`config.mk`:
```
export PLATFORM = sky130hd
export DESIGN_NAME = dense_layer_mac_relu_argmax_flat
export DESIGN_NICKNAME = d
export VERILOG_FILES = /design/src/hw/rtl/dlm_pkg.sv /design/src/hw/rtl/dlm_if.sv /design/src/hw/rtl/dlm_front.sv /design/src/hw/rtl/dlm_queue.sv /design/src/hw/rtl/dlm_back.sv /design/src/hw/rtl/dense_layer_mac_relu_argmax.sv /design/src/flat_wrapper.sv
export SDC_FILE = /design/constraint.sdc
export NUM_CORES = 1
export LEC_CHECK = 0
export ABC_CLOCK_PERIOD_IN_PS = 6300
export BUFFER_PORTS_ARGS = -buffer_cell sky130_fd_sc_hd__clkbuf_2
export CAP_MARGIN = 25
export CORE_MARGIN = 10
export CORE_UTILIZATION = 55
export CTS_BUF_LIST = sky130_fd_sc_hd__clkbuf_4 sky130_fd_sc_hd__clkbuf_8
export CTS_CLUSTER_DIAMETER = 40
export DETAILED_ROUTE_END_ITERATION = 8
export GPL_TIMING_DRIVEN = 0
export HOLD_SLACK_MARGIN = 0.15
export PLACE_DENSITY_LB_ADDON = 0.15
export SYNTH_ARGS = -nofsm -noshare
export SYNTH_HDL_FRONTEND = slang
export SYNTH_SLANG_ARGS = --single-unit
```
`constraint.sdc`:
```
create_clock -name clk -period 6.3 [get_ports clk]
set_input_delay 0.63 -clock clk [delete_from_list [all_inputs] [get_ports clk]]
set_output_delay 0.63 -clock clk [all_outputs]
set_load 0.005 [all_outputs]
```
`src/hw/rtl/dlm_pkg.sv`:
```
// ----------------------------------------------------------------------------
// dlm_pkg
// Shared types and constants of the dense layer multiply-accumulate engine.
// ----------------------------------------------------------------------------
package dlm_pkg;

    // configuration port
    localparam int CFG_INDEX_W = 2;
    localparam int CFG_DATA_W  = 1;

    localparam logic [CFG_INDEX_W-1:0] CFG_RELU_ENABLE   = 2'd0;
    localparam logic [CFG_INDEX_W-1:0] CFG_ARGMAX_ENABLE = 2'd1;

    // datapath widths
    localparam int DATA_W  = 16;
    localparam int BIAS_W  = 32;
    localparam int PROD_W  = 32;
    localparam int ACC_W   = 40;
    localparam int INDEX_W = 8;

    // accumulator saturation bounds
    localparam logic signed [ACC_W-1:0] ACC_MAX = {1'b0, {(ACC_W-1){1'b1}}};
    localparam logic signed [ACC_W-1:0] ACC_MIN = {1'b1, {(ACC_W-1){1'b0}}};

    // output saturation bounds
    localparam logic signed [DATA_W-1:0] OUT_MAX = {1'b0, {(DATA_W-1){1'b1}}};
    localparam logic signed [DATA_W-1:0] OUT_MIN = {1'b1, {(DATA_W-1){1'b0}}};

    // half an output lsb in Q16.16
    localparam logic signed [ACC_W:0] ROUND_HALF = 41'sd128;

    // term queue
    localparam int QUEUE_DEPTH = 4;
    localparam int QPTR_W      = $clog2(QUEUE_DEPTH);
    localparam int QCNT_W      = $clog2(QUEUE_DEPTH + 1);

    // one classified term passed from front to back
    typedef struct packed {
        logic signed [PROD_W-1:0] prod;
        logic signed [BIAS_W-1:0] bias;
        logic                     first_term;
        logic                     last_term;
        logic                     last_neuron;
    } term_t;

    // queue status toward front and back
    typedef struct packed {
        logic full;
        logic empty;
    } q_stat_t;

endpackage

```
`src/hw/rtl/dlm_if.sv`:
```
// ----------------------------------------------------------------------------
// dlm_if
// Valid/ready channels for input terms and neuron results.
// ----------------------------------------------------------------------------
interface dlm_term_if;
    logic                               valid;
    logic                               ready;
    logic signed [dlm_pkg::DATA_W-1:0]  activation;
    logic signed [dlm_pkg::DATA_W-1:0]  weight;
    logic signed [dlm_pkg::BIAS_W-1:0]  bias;
    logic                               first_term;
    logic                               last_term;
    logic                               last_neuron;

    modport source (
        output valid, activation, weight, bias, first_term, last_term, last_neuron,
        input  ready
    );
    modport sink (
        input  valid, activation, weight, bias, first_term, last_term, last_neuron,
        output ready
    );
endinterface

interface dlm_result_if;
    logic                               valid;
    logic                               ready;
    logic signed [dlm_pkg::DATA_W-1:0]  neuron_value;
    logic        [dlm_pkg::INDEX_W-1:0] neuron_index;
    logic        [dlm_pkg::INDEX_W-1:0] predicted_class;
    logic                               class_valid;

    modport source (
        output valid, neuron_value, neuron_index, predicted_class, class_valid,
        input  ready
    );
    modport sink (
        input  valid, neuron_value, neuron_index, predicted_class, class_valid,
        output ready
    );
endinterface

```
`src/hw/rtl/dlm_front.sv`:
```
// ----------------------------------------------------------------------------
// dlm_front
// Accepts terms, forms the activation-weight product and classifies the term.
// ----------------------------------------------------------------------------
module dlm_front (
    input  logic                 clk,
    input  logic                 rst_n,
    dlm_term_if.sink             terms,
    input  dlm_pkg::q_stat_t     q_stat,
    output logic                 push,
    output dlm_pkg::term_t       push_data
);

    logic                                 valid_reg;
    logic                                 valid_next;
    dlm_pkg::term_t                       data_reg;
    logic signed [dlm_pkg::PROD_W-1:0]    prod;
    logic                                 take;

    // product of the incoming term
    assign prod = terms.activation * terms.weight;

    // hand the staged term to the queue when there is room
    assign push        = valid_reg && !q_stat.full;
    assign terms.ready = !valid_reg || !q_stat.full;
    assign take        = terms.valid && terms.ready;
    assign push_data   = data_reg;

    // stage occupancy
    always_comb
    begin
        valid_next = valid_reg;
        if (take)
        begin
            valid_next = 1'b1;
        end
        else if (push)
        begin
            valid_next = 1'b0;
        end
    end

    always_ff @(posedge clk or negedge rst_n)
    begin
        if (!rst_n)
        begin
            valid_reg <= 1'b0;
        end
        else
        begin
            valid_reg <= valid_next;
        end
    end

    // staged term payload
    always_ff @(posedge clk)
    begin
        if (take)
        begin
            data_reg.prod        <= prod;
            data_reg.bias        <= terms.bias;
            data_reg.first_term  <= terms.first_term;
            data_reg.last_term   <= terms.last_term;
            data_reg.last_neuron <= terms.last_neuron;
        end
    end

endmodule

```
`src/hw/rtl/dlm_queue.sv`:
```
// ----------------------------------------------------------------------------
// dlm_queue
// Short term queue that decouples the front from the accumulate back end.
// ----------------------------------------------------------------------------
module dlm_queue (
    input  logic                 clk,
    input  logic                 rst_n,
    input  logic                 push,
    input  dlm_pkg::term_t       push_data,
    input  logic                 pop,
    output dlm_pkg::term_t       head,
    output dlm_pkg::q_stat_t     q_stat
);

    dlm_pkg::term_t                   mem [dlm_pkg::QUEUE_DEPTH];
    logic [dlm_pkg::QPTR_W-1:0]       wr_ptr_reg;
    logic [dlm_pkg::QPTR_W-1:0]       wr_ptr_next;
    logic [dlm_pkg::QPTR_W-1:0]       rd_ptr_reg;
    logic [dlm_pkg::QPTR_W-1:0]       rd_ptr_next;
    logic [dlm_pkg::QCNT_W-1:0]       count_reg;
    logic [dlm_pkg::QCNT_W-1:0]       count_next;

    localparam logic [dlm_pkg::QPTR_W-1:0] LAST_SLOT =
        dlm_pkg::QPTR_W'(dlm_pkg::QUEUE_DEPTH - 1);
    localparam logic [dlm_pkg::QCNT_W-1:0] FULL_COUNT =
        dlm_pkg::QCNT_W'(dlm_pkg::QUEUE_DEPTH);

    assign head         = mem[rd_ptr_reg];
    assign q_stat.full  = (count_reg == FULL_COUNT);
    assign q_stat.empty = (count_reg == '0);

    // pointer and fill count update
    always_comb
    begin
        wr_ptr_next = wr_ptr_reg;
        rd_ptr_next = rd_ptr_reg;
        count_next  = count_reg;
        if (push)
        begin
            wr_ptr_next = (wr_ptr_reg == LAST_SLOT) ? '0 : wr_ptr_reg + 1'b1;
        end
        if (pop)
        begin
            rd_ptr_next = (rd_ptr_reg == LAST_SLOT) ? '0 : rd_ptr_reg + 1'b1;
        end
        if (push && !pop)
        begin
            count_next = count_reg + 1'b1;
        end
        else if (pop && !push)
        begin
            count_next = count_reg - 1'b1;
        end
    end

    always_ff @(posedge clk or negedge rst_n)
    begin
        if (!rst_n)
        begin
            wr_ptr_reg <= '0;
            rd_ptr_reg <= '0;
            count_reg  <= '0;
        end
        else
        begin
            wr_ptr_reg <= wr_ptr_next;
            rd_ptr_reg <= rd_ptr_next;
            count_reg  <= count_next;
        end
    end

    // storage write
    always_ff @(posedge clk)
    begin
        if (push)
        begin
            mem[wr_ptr_reg] <= push_data;
        end
    end

endmodule

```
`src/hw/rtl/dlm_back.sv`:
```
// ----------------------------------------------------------------------------
// dlm_back
// Saturating accumulate, Q8.8 rounding, ReLU, argmax and result register.
// ----------------------------------------------------------------------------
module dlm_back #(
    parameter int unsigned COUNT_LIMIT = 255
) (
    input  logic                 clk,
    input  logic                 rst_n,
    input  dlm_pkg::q_stat_t     q_stat,
    input  dlm_pkg::term_t       head,
    output logic                 pop,
    input  logic                 relu_en,
    input  logic                 argmax_en,
    dlm_result_if.source         results
);

    localparam logic [dlm_pkg::INDEX_W-1:0] LIMIT = dlm_pkg::INDEX_W'(COUNT_LIMIT);

    // accumulate stage
    logic signed [dlm_pkg::ACC_W-1:0]   acc_reg;
    logic signed [dlm_pkg::ACC_W:0]     acc_base;
    logic signed [dlm_pkg::ACC_W:0]     acc_sum;
    logic signed [dlm_pkg::ACC_W-1:0]   acc_next;

    // finished neuron stage
    logic                               r_valid_reg;
    logic                               r_valid_next;
    logic signed [dlm_pkg::ACC_W-1:0]   r_acc_reg;
    logic                               r_last_n_reg;
    logic                               r_ready;

    // output stage
    logic signed [dlm_pkg::ACC_W:0]     rnd_sum;
    logic signed [32:0]                 rnd_shift;
    logic signed [dlm_pkg::DATA_W-1:0]  val_sat;
    logic signed [dlm_pkg::DATA_W-1:0]  val;
    logic                               better;
    logic                               o_load;
    logic                               o_valid_reg;
    logic                               o_valid_next;
    logic signed [dlm_pkg::DATA_W-1:0]  o_value_reg;
    logic [dlm_pkg::INDEX_W-1:0]        o_index_reg;
    logic [dlm_pkg::INDEX_W-1:0]        o_class_reg;
    logic                               o_class_valid_reg;

    // layer state
    logic [dlm_pkg::INDEX_W-1:0]        count_reg;
    logic [dlm_pkg::INDEX_W-1:0]        count_next;
    logic signed [dlm_pkg::DATA_W-1:0]  best_value_reg;
    logic [dlm_pkg::INDEX_W-1:0]        best_index_reg;

    // saturating multiply-accumulate
    always_comb
    begin
        if (head.first_term)
        begin
            acc_base = {{(dlm_pkg::ACC_W + 1 - dlm_pkg::BIAS_W){head.bias[dlm_pkg::BIAS_W-1]}},
                        head.bias};
        end
        else
        begin
            acc_base = {acc_reg[dlm_pkg::ACC_W-1], acc_reg};
        end
        acc_sum = acc_base
                + {{(dlm_pkg::ACC_W + 1 - dlm_pkg::PROD_W){head.prod[dlm_pkg::PROD_W-1]}},
                   head.prod};
        if (acc_sum[dlm_pkg::ACC_W] != acc_sum[dlm_pkg::ACC_W-1])
        begin
            acc_next = acc_sum[dlm_pkg::ACC_W] ? dlm_pkg::ACC_MIN : dlm_pkg::ACC_MAX;
        end
        else
        begin
            acc_next = acc_sum[dlm_pkg::ACC_W-1:0];
        end
    end

    // stage handshakes
    assign o_load  = r_valid_reg && (!o_valid_reg || results.ready);
    assign r_ready = !r_valid_reg || o_load;
    assign pop     = !q_stat.empty && (!head.last_term || r_ready);

    always_comb
    begin
        r_valid_next = r_valid_reg;
        if (pop && head.last_term)
        begin
            r_valid_next = 1'b1;
        end
        else if (o_load)
        begin
            r_valid_next = 1'b0;
        end
    end

    always_comb
    begin
        o_valid_next = o_valid_reg;
        if (o_load)
        begin
            o_valid_next = 1'b1;
        end
        else if (results.ready)
        begin
            o_valid_next = 1'b0;
        end
    end

    // round Q16.16 to Q8.8 half up, saturate, relu
    always_comb
    begin
        rnd_sum   = {r_acc_reg[dlm_pkg::ACC_W-1], r_acc_reg} + dlm_pkg::ROUND_HALF;
        rnd_shift = rnd_sum[dlm_pkg::ACC_W:8];
        if (rnd_shift[32:15] != {18{rnd_shift[32]}})
        begin
            val_sat = rnd_shift[32] ? dlm_pkg::OUT_MIN : dlm_pkg::OUT_MAX;
        end
        else
        begin
            val_sat = rnd_shift[15:0];
        end
        if (relu_en && val_sat[dlm_pkg::DATA_W-1])
        begin
            val = '0;
        end
        else
        begin
            val = val_sat;
        end
        better = (count_reg == '0) || (val > best_value_reg);
    end

    // neuron position within the layer
    always_comb
    begin
        count_next = count_reg;
        if (r_last_n_reg)
        begin
            count_next = '0;
        end
        else if (count_reg < LIMIT)
        begin
            count_next = count_reg + 1'b1;
        end
    end

    // control and layer state
    always_ff @(posedge clk or negedge rst_n)
    begin
        if (!rst_n)
        begin
            acc_reg        <= '0;
            r_valid_reg    <= 1'b0;
            o_valid_reg    <= 1'b0;
            count_reg      <= '0;
            best_value_reg <= '0;
            best_index_reg <= '0;
        end
        else
        begin
            r_valid_reg <= r_valid_next;
            o_valid_reg <= o_valid_next;
            if (pop)
            begin
                acc_reg <= acc_next;
            end
            if (o_load)
            begin
                count_reg <= count_next;
                if (argmax_en && better)
                begin
                    best_value_reg <= val;
                    best_index_reg <= count_reg;
                end
            end
        end
    end

    // stage payloads
    always_ff @(posedge clk)
    begin
        if (pop && head.last_term)
        begin
            r_acc_reg    <= acc_next;
            r_last_n_reg <= head.last_neuron;
        end
        if (o_load)
        begin
            o_value_reg       <= val;
            o_index_reg       <= count_reg;
            o_class_reg       <= !argmax_en ? '0 : (better ? count_reg : best_index_reg);
            o_class_valid_reg <= argmax_en && r_last_n_reg;
        end
    end

    assign results.valid           = o_valid_reg;
    assign results.neuron_value    = o_value_reg;
    assign results.neuron_index    = o_index_reg;
    assign results.predicted_class = o_class_reg;
    assign results.class_valid     = o_class_valid_reg;

endmodule

```
`src/hw/rtl/dense_layer_mac_relu_argmax.sv`:
```
// ----------------------------------------------------------------------------
// dense_layer_mac_relu_argmax
// Streaming fully connected layer: multiply-accumulate, ReLU and argmax.
// ----------------------------------------------------------------------------
// Throughput: one term per cycle unless the term queue fills, set by the
// accumulate register loop. A last term reaches results.valid through the
// front stage register, term queue, finished neuron register and output register.
// The 4-entry term queue takes up short result stalls; a longer one stops the
// input once seven single-term neurons are held.
// Reset clears accumulator, count and argmax state; relu_enable 1, argmax_enable 0.
module dense_layer_mac_relu_argmax #(
    parameter int unsigned MAX_NEURONS = 256
) (
    input  logic                                  clk,
    input  logic                                  rst_n,
    dlm_term_if.sink                              terms,
    dlm_result_if.source                          results,
    input  logic                                  cfg_we,
    input  logic [dlm_pkg::CFG_INDEX_W-1:0]       cfg_index,
    input  logic [dlm_pkg::CFG_DATA_W-1:0]        cfg_data
);

    localparam int unsigned COUNT_LIMIT = (MAX_NEURONS - 1 < 255) ? MAX_NEURONS - 1 : 255;

    logic                relu_en_reg;
    logic                argmax_en_reg;
    logic                q_push;
    logic                q_pop;
    dlm_pkg::term_t      q_push_data;
    dlm_pkg::term_t      q_head;
    dlm_pkg::q_stat_t    q_stat;

    // configuration registers
    always_ff @(posedge clk or negedge rst_n)
    begin
        if (!rst_n)
        begin
            relu_en_reg   <= 1'b1;
            argmax_en_reg <= 1'b0;
        end
        else if (cfg_we)
        begin
            unique case (cfg_index)
                dlm_pkg::CFG_RELU_ENABLE:   relu_en_reg   <= cfg_data[0];
                dlm_pkg::CFG_ARGMAX_ENABLE: argmax_en_reg <= cfg_data[0];
                default:                    ;
            endcase
        end
    end

    // front: accept and multiply
    dlm_front u_front (
        .clk       (clk),
        .rst_n     (rst_n),
        .terms     (terms),
        .q_stat    (q_stat),
        .push      (q_push),
        .push_data (q_push_data)
    );

    // term queue
    dlm_queue u_queue (
        .clk       (clk),
        .rst_n     (rst_n),
        .push      (q_push),
        .push_data (q_push_data),
        .pop       (q_pop),
        .head      (q_head),
        .q_stat    (q_stat)
    );

    // back: accumulate, round, argmax
    dlm_back #(
        .COUNT_LIMIT (COUNT_LIMIT)
    ) u_back (
        .clk       (clk),
        .rst_n     (rst_n),
        .q_stat    (q_stat),
        .head      (q_head),
        .pop       (q_pop),
        .relu_en   (relu_en_reg),
        .argmax_en (argmax_en_reg),
        .results   (results)
    );

    // queue never written when full
    a_no_push_full: assert property (@(posedge clk) disable iff (!rst_n)
        q_push |-> !q_stat.full)
        else $error("term queue written while full");

    // queue never read when empty
    a_no_pop_empty: assert property (@(posedge clk) disable iff (!rst_n)
        q_pop |-> !q_stat.empty)
        else $error("term queue read while empty");

    // a write without a read leaves the queue occupied
    a_push_occupies: assert property (@(posedge clk) disable iff (!rst_n)
        (q_push && !q_pop) |=> !q_stat.empty)
        else $error("term queue lost a transfer");

endmodule
```
`src/flat_wrapper.sv`:
```
// flat-port wrapper written by rule: the top's interface ports become plain ports
module dense_layer_mac_relu_argmax_flat 
#(
    parameter int unsigned MAX_NEURONS = 256
)
  (clk, rst_n, cfg_we, cfg_index, cfg_data, terms_valid, terms_activation, terms_weight, terms_bias, terms_first_term, terms_last_term, terms_last_neuron, terms_ready, results_valid, results_neuron_value, results_neuron_index, results_predicted_class, results_class_valid, results_ready);
  dlm_term_if terms_i ();
  dlm_result_if results_i ();
  input  logic clk;
  input  logic rst_n;
  input  logic cfg_we;
  input  logic [dlm_pkg::CFG_INDEX_W-1:0] cfg_index;
  input  logic [dlm_pkg::CFG_DATA_W-1:0] cfg_data;
  input wire logic [$bits(terms_i.valid)-1:0] terms_valid;
  input wire logic [$bits(terms_i.activation)-1:0] terms_activation;
  input wire logic [$bits(terms_i.weight)-1:0] terms_weight;
  input wire logic [$bits(terms_i.bias)-1:0] terms_bias;
  input wire logic [$bits(terms_i.first_term)-1:0] terms_first_term;
  input wire logic [$bits(terms_i.last_term)-1:0] terms_last_term;
  input wire logic [$bits(terms_i.last_neuron)-1:0] terms_last_neuron;
  output wire logic [$bits(terms_i.ready)-1:0] terms_ready;
  output wire logic [$bits(results_i.valid)-1:0] results_valid;
  output wire logic [$bits(results_i.neuron_value)-1:0] results_neuron_value;
  output wire logic [$bits(results_i.neuron_index)-1:0] results_neuron_index;
  output wire logic [$bits(results_i.predicted_class)-1:0] results_predicted_class;
  output wire logic [$bits(results_i.class_valid)-1:0] results_class_valid;
  input wire logic [$bits(results_i.ready)-1:0] results_ready;
  assign terms_i.valid = terms_valid;
  assign terms_i.activation = terms_activation;
  assign terms_i.weight = terms_weight;
  assign terms_i.bias = terms_bias;
  assign terms_i.first_term = terms_first_term;
  assign terms_i.last_term = terms_last_term;
  assign terms_i.last_neuron = terms_last_neuron;
  assign terms_ready = terms_i.ready;
  assign results_valid = results_i.valid;
  assign results_neuron_value = results_i.neuron_value;
  assign results_neuron_index = results_i.neuron_index;
  assign results_predicted_class = results_i.predicted_class;
  assign results_class_valid = results_i.class_valid;
  assign results_i.ready = results_ready;
  dense_layer_mac_relu_argmax #(.MAX_NEURONS(MAX_NEURONS)) u_core (.clk(clk), .rst_n(rst_n), .terms(terms_i), .results(results_i), .cfg_we(cfg_we), .cfg_index(cfg_index), .cfg_data(cfg_data));
endmodule
```
# Word level (Yosys, flattened, before mapping)
# Memory sizes are Yosys's and may differ from the RTL's.
# Index checks and enable logic that the tools add are counted.
# totals
register_bits	225
memories	1
word_cells	96
ramBits	268
input_bits	75
out_inout_bits	35
# classes
order_cmp	2
n_reduce_logical	35
n_addsub	7
eq_ne	6
mul	1
mux	21
# memory_table
memory	words	word_bits	read_ports	rd_clocked_by_memory_dff	write_ports	line_no	rtl
u_core.u_queue.mem	4	67	1	0	1	dlm_queue.sv:15	dlm_pkg::term_t mem [dlm_pkg::QUEUE_DEPTH];
# op_table
op	n
$mux W40	2
$mux W16	3
$add A40 B9 Y41 const B	1
$add A41 B41 Y41	1
$mux W41	1
$mul A16 B16 Y32	1
$mux W8	3
$ne A17 B17 Y1	1
$gt A16 B16 Y1	1
$logic_and A1 B1 Y1	10
$reduce_bool A2 Y1	5
$add A8 B1 Y8 const B	1
$logic_not A1 Y1	8
$logic_not A8 Y1	1
$lt A8 B8 Y1 const B	1
$mux W1	8
$reduce_and A2 Y1	4
$mux W3	2
$logic_or A1 B1 Y1	5
$add A2 B1 Y2 const B	2
$eq A2 B2 Y1 const B	2
$mux W2	2
$add A3 B1 Y3 const B	1
$eq A3 B3 Y1 const B	1
5 further kinds	5

# Depth between registers and ports, before layout
# depth
word_depth	9
mapped_depth	26

# Hierarchy
# From an unflattened synthesis, not the netlist that was laid out.
# hier_totals
cells_unflattened	2630
area_unflattened_um2	31931.9
# modules_own_cells
module	area_per_inst_um2	cells_each	instances	seq_area_each_um2
dlm_front	12025.3	1186	1	2037.0
dlm_queue	10093.4	388	1	8222.9
dlm_back	9715.6	1050	1	3863.7
dense_layer_mac_relu_argmax	97.6	6	1	51.3

# Least setup slack after synthesis
# Ideal clock, no wire load.
# synth_path
kind	input to register
from	in terms_weight[1]
to	reg u_core.u_front.data_reg, in the netlist u_core.u_front.push_data[65] (data pin)
path_buffers	1
arrival_ns	6.317
slack_ns	-0.274
required_ns	6.042
cell_stages	24
cell_sequence	clkbuf_1 -> nand2_1 -> inv_1 -> fa_1 -> inv_1 -> fa_1 -> inv_1 -> fa_1 -> fa_1 -> fa_1 -> inv_1 -> fa_1 -> inv_1 -> ha_1 -> a21oi_1 -> nor2_1 -> a211oi_1 -> nand2_1 -> a31o_2 -> a41o_1 -> o21bai_1 -> o211ai_1 -> a21oi_1 -> xnor2_1
# synth_via
elab_chain_cells	1
# synth_lines
item	line_no	rtl
start, declared	flat_wrapper.sv:16	input wire logic [$bits(terms_i.weight)-1:0] terms_weight;
$mul A16 B16 Y32	dlm_front.sv:21	assign prod = terms.activation * terms.weight;
named net u_core.u_front.prod (one bit)	dlm_front.sv:17	logic signed [dlm_pkg::PROD_W-1:0] prod;
end, declared	dlm_front.sv:16	dlm_pkg::term_t data_reg;
# The timed path passes the listed nets, and every way through them passes these cells.
# A chain may end at the register's enable or synchronous reset.

# Worst setup path after layout
# layout_path
from	in terms_activation[3]
to	reg u_core.u_front.data_reg, in the netlist u_core.u_front.push_data[66] (data pin)
# layout_via
elab_chain_cells	1
# layout_lines
item	line_no	rtl
start, declared	flat_wrapper.sv:15	input wire logic [$bits(terms_i.activation)-1:0] terms_activation;
$mul A16 B16 Y32	dlm_front.sv:21	
named net u_core.u_front.prod (one bit)	dlm_front.sv:17	
# The timed path passes the listed nets, and every way through them passes these cells.

==> flow_summary.toml <==
[place]
place.detailed.hpwl_um = 53990
numPortBuffers = 109
postPlaceCellArea_mm2 = 0.03309
pre_cts_ws_ns = -1.239
gp_congestion = 0.9299

[drt]
drt_drc_violations_left = 0
drt_iter0_markers = 1070
viasPerCell = 5.508
ant_nets = 0
firstDrtPassIters = 7
dr_total_vias = 19604
wire_per_inst_um = 19.56
wl_um = 69610

[grt]
grt_max_degree = 67
groute.usage.overall = 0.2141
antenna_found_initial = 2
grt_pass1_vias = 21369
grt_first_pass_wirelength_um = 114100
gr-total-overflow = 0

[synth]
synthSimpleGateAreaFrac = 0.09629
yosys_warnings = 0
yosys.cell_types.count = 81
seq_area_frac_synth = 0.4523
avgSynthCellArea_um2 = 12.49
synth_top_area_cell = "edfxtp_1"
synth_adder_area_share = 0.2273
ys_async_sr_fraction = 0.1728
synth_flop_cell = "edfxtp_1"
synth_most_common_cell = "edfxtp_1"
yosys.area.top_type_share = 0.3852
synth-compound-area-share = 0.06946
synthesis.nets = 2996
netlist_instances = 2510
synth-xor-area-share = 0.02543
ys_top_cells_by_count = "edfxtp_1 (402), inv_1 (336), fa_1 (264)"
synth.area.top_cells = "edfxtp_1 (39%), fa_1 (17%), dfrtp_1 (6.6%)"
synthMuxAreaShare = 0.07745
synth_enable_flop_cells = 402
ys_ff_latch = 486
synthesis.area_mm2 = 0.03134
synth_top_family_by_area = "adder cells"

[sta]
worstMarginPinSlew_ns = 0.8701
slew_viol_final = 0
clock_skew_ns = 0.02406
final.period_utilization = 0.9633
max_freq_mhz = 164.8
hold_slack_ns = 0.2114
fin_ws_ns = 0.2313
rsz0062_at_grt = "no"
relSlewSlack = 0.4160
fin_crit_ns = 6.069
setup_viol = 0
hold_viol = 0
tns_ns = 0

[final_layout]
largest_reg_flops = 268
multi_input_area_mm2 = 0.01574
stdcell_area_mm2 = 0.03545
fill_cells = 4544
layout-drive-gt1-share = 0.1813
nNetsFinal = 3227
area_delta_synth_final_pct = 13.12
seq_area_mm2 = 0.01417

[clock_tree]
h-tree-depth = 3
cts_sinks = 486
numCtsBuffers = 77
clockBufferDepth = 3
cts_tree = "done"
clk_pin_slew_ns = 0.06
clock_latency_ns = 0.64
ctsRootBufferMaster = "clkbuf_8"

[run]
max_cap_violations = 0

[floorplanning]
die-area_mm2 = 0.06693
start_util = 0.5558
ios = 110
num_rows = 87
die_w_um = 258.7
die_h_um = 258.7
core_area_mm2 = 0.05639

[setup_path]
worstPathMaxFanout = 10
r2r_cells = 23
worstSetupEndpointType = "register"
start_kind = "input pin"
arrival_ns = 6.46
critPathRequiredTime_ns = 6.69
path_class = "in2reg"

[worst_hold_path]
hold_class = "in2reg"
hold_depth = 1

[outcome]
status = "finished clean"
placed cells by master (no fill, tap or decap), drive strengths merged, types with 66 or more instances in the layout:
cell type	netlist	layout
ha	147	147
dfrtp	83	83
nor2	101	101
and2	122	122
inv	336	342
o21ai	84	84
nand2	228	228
a21oi	93	93
xnor2	70	70
fa	264	264
clkbuf	70	251
mux2	72	72
mux4	66	66
edfxtp	402	402
what timing repair did:
item	4_1_cts	5_1_grt
gates cloned	0	0
setup buffers	1	6
endpoints found under the setup margin	93	74
resized for setup	55	164
endpoints found under the hold margin	71	0
hold buffers	32	0
pin swaps	3	9
worst paths after layout:
kind / start / to / slack (ns)
max in group asynchronous: rst_n / u_core.relu_en_reg / 5.00
min in group asynchronous: rst_n / u_core.u_back.best_value_reg[8] / 0.57
setup / recovery: terms_activation[3] / u_core.u_front.push_data[66] / 0.23
setup reg to reg: u_core.u_back.r_acc_reg[8] / u_core.u_back.best_value_reg[7] / 0.29
hold reg to reg: u_core.u_back.count_reg[3] / u_core.u_back.results.neuron_index[3] / 0.45
hold / removal: terms_bias[0] / u_core.u_front.push_data[3] / 0.21
cell type report:
class / count / share of cell area
clock buffers: 105 / 0.03635
diodes: 1 / 0.00007058
clock inverters: 35 / 0.009034
flip-flops and latches: 486 / 0.3998
inverters: 336 / 0.03557
well taps: 756 / 0.02668
plain buffers: 84 / 0.01592
multi-input cells: 1599 / 0.4439
repair buffers: 157 / 0.03268
logic make-up after synthesis:
logic type	Yosys count
XOR/XNOR	91
adder cells (fa/ha/maj)	411
AO/OA/AOI/OAI	335
AND/OR/NAND/NOR	611
flip-flops	486
buffers and inverters	425
multiplexers	151
worst max-delay path: stages:
cell	delay, ns
clkbuf_2	0.15
clkbuf_2	0.34
nand2_1	0.12
fa_1	0.48
inv_1	0.05
fa_1	0.54
ha_1	0.16
inv_1	0.06
fa_1	0.55
fa_1	0.44
fa_1	0.54
inv_1	0.04
ha_1	0.34
nor3_1	0.44
nor3_4	0.10
a221oi_4	0.36
o211ai_1	0.23
a41oi_2	0.30
a21oi_2	0.11
nand2b_1	0.08
and3_1	0.21
a21oi_2	0.07
xnor2_1	0.12
stage by stage:
step	utilization	cells
after global routing	0.6288	3559
after global placement	0.5827	3375
after floorplan	-	2510
final	0.6288	3559
after detailed placement	0.5868	3384
after CTS	0.6232	3555
routing by layer:
| metal | track usage | up-vias | wire length [µm] | part of all wire |
|---|---|---|---|---|
| li1 | - | 9123 | - | - |
| met3 | 0.02799 | 100 | 2716 | 0.039 |
| met5 | 0 | - | 0 | 0 |
| met4 | 0.07058 | 0 | 1673 | 0.024 |
| met1 | 0.2630 | 9962 | 28910 | 0.42 |
| met2 | 0.3849 | 419 | 36310 | 0.52 |
Power is not shown: default switching activity piles up to over one toggle a cycle in this logic, so the estimate is an artifact.
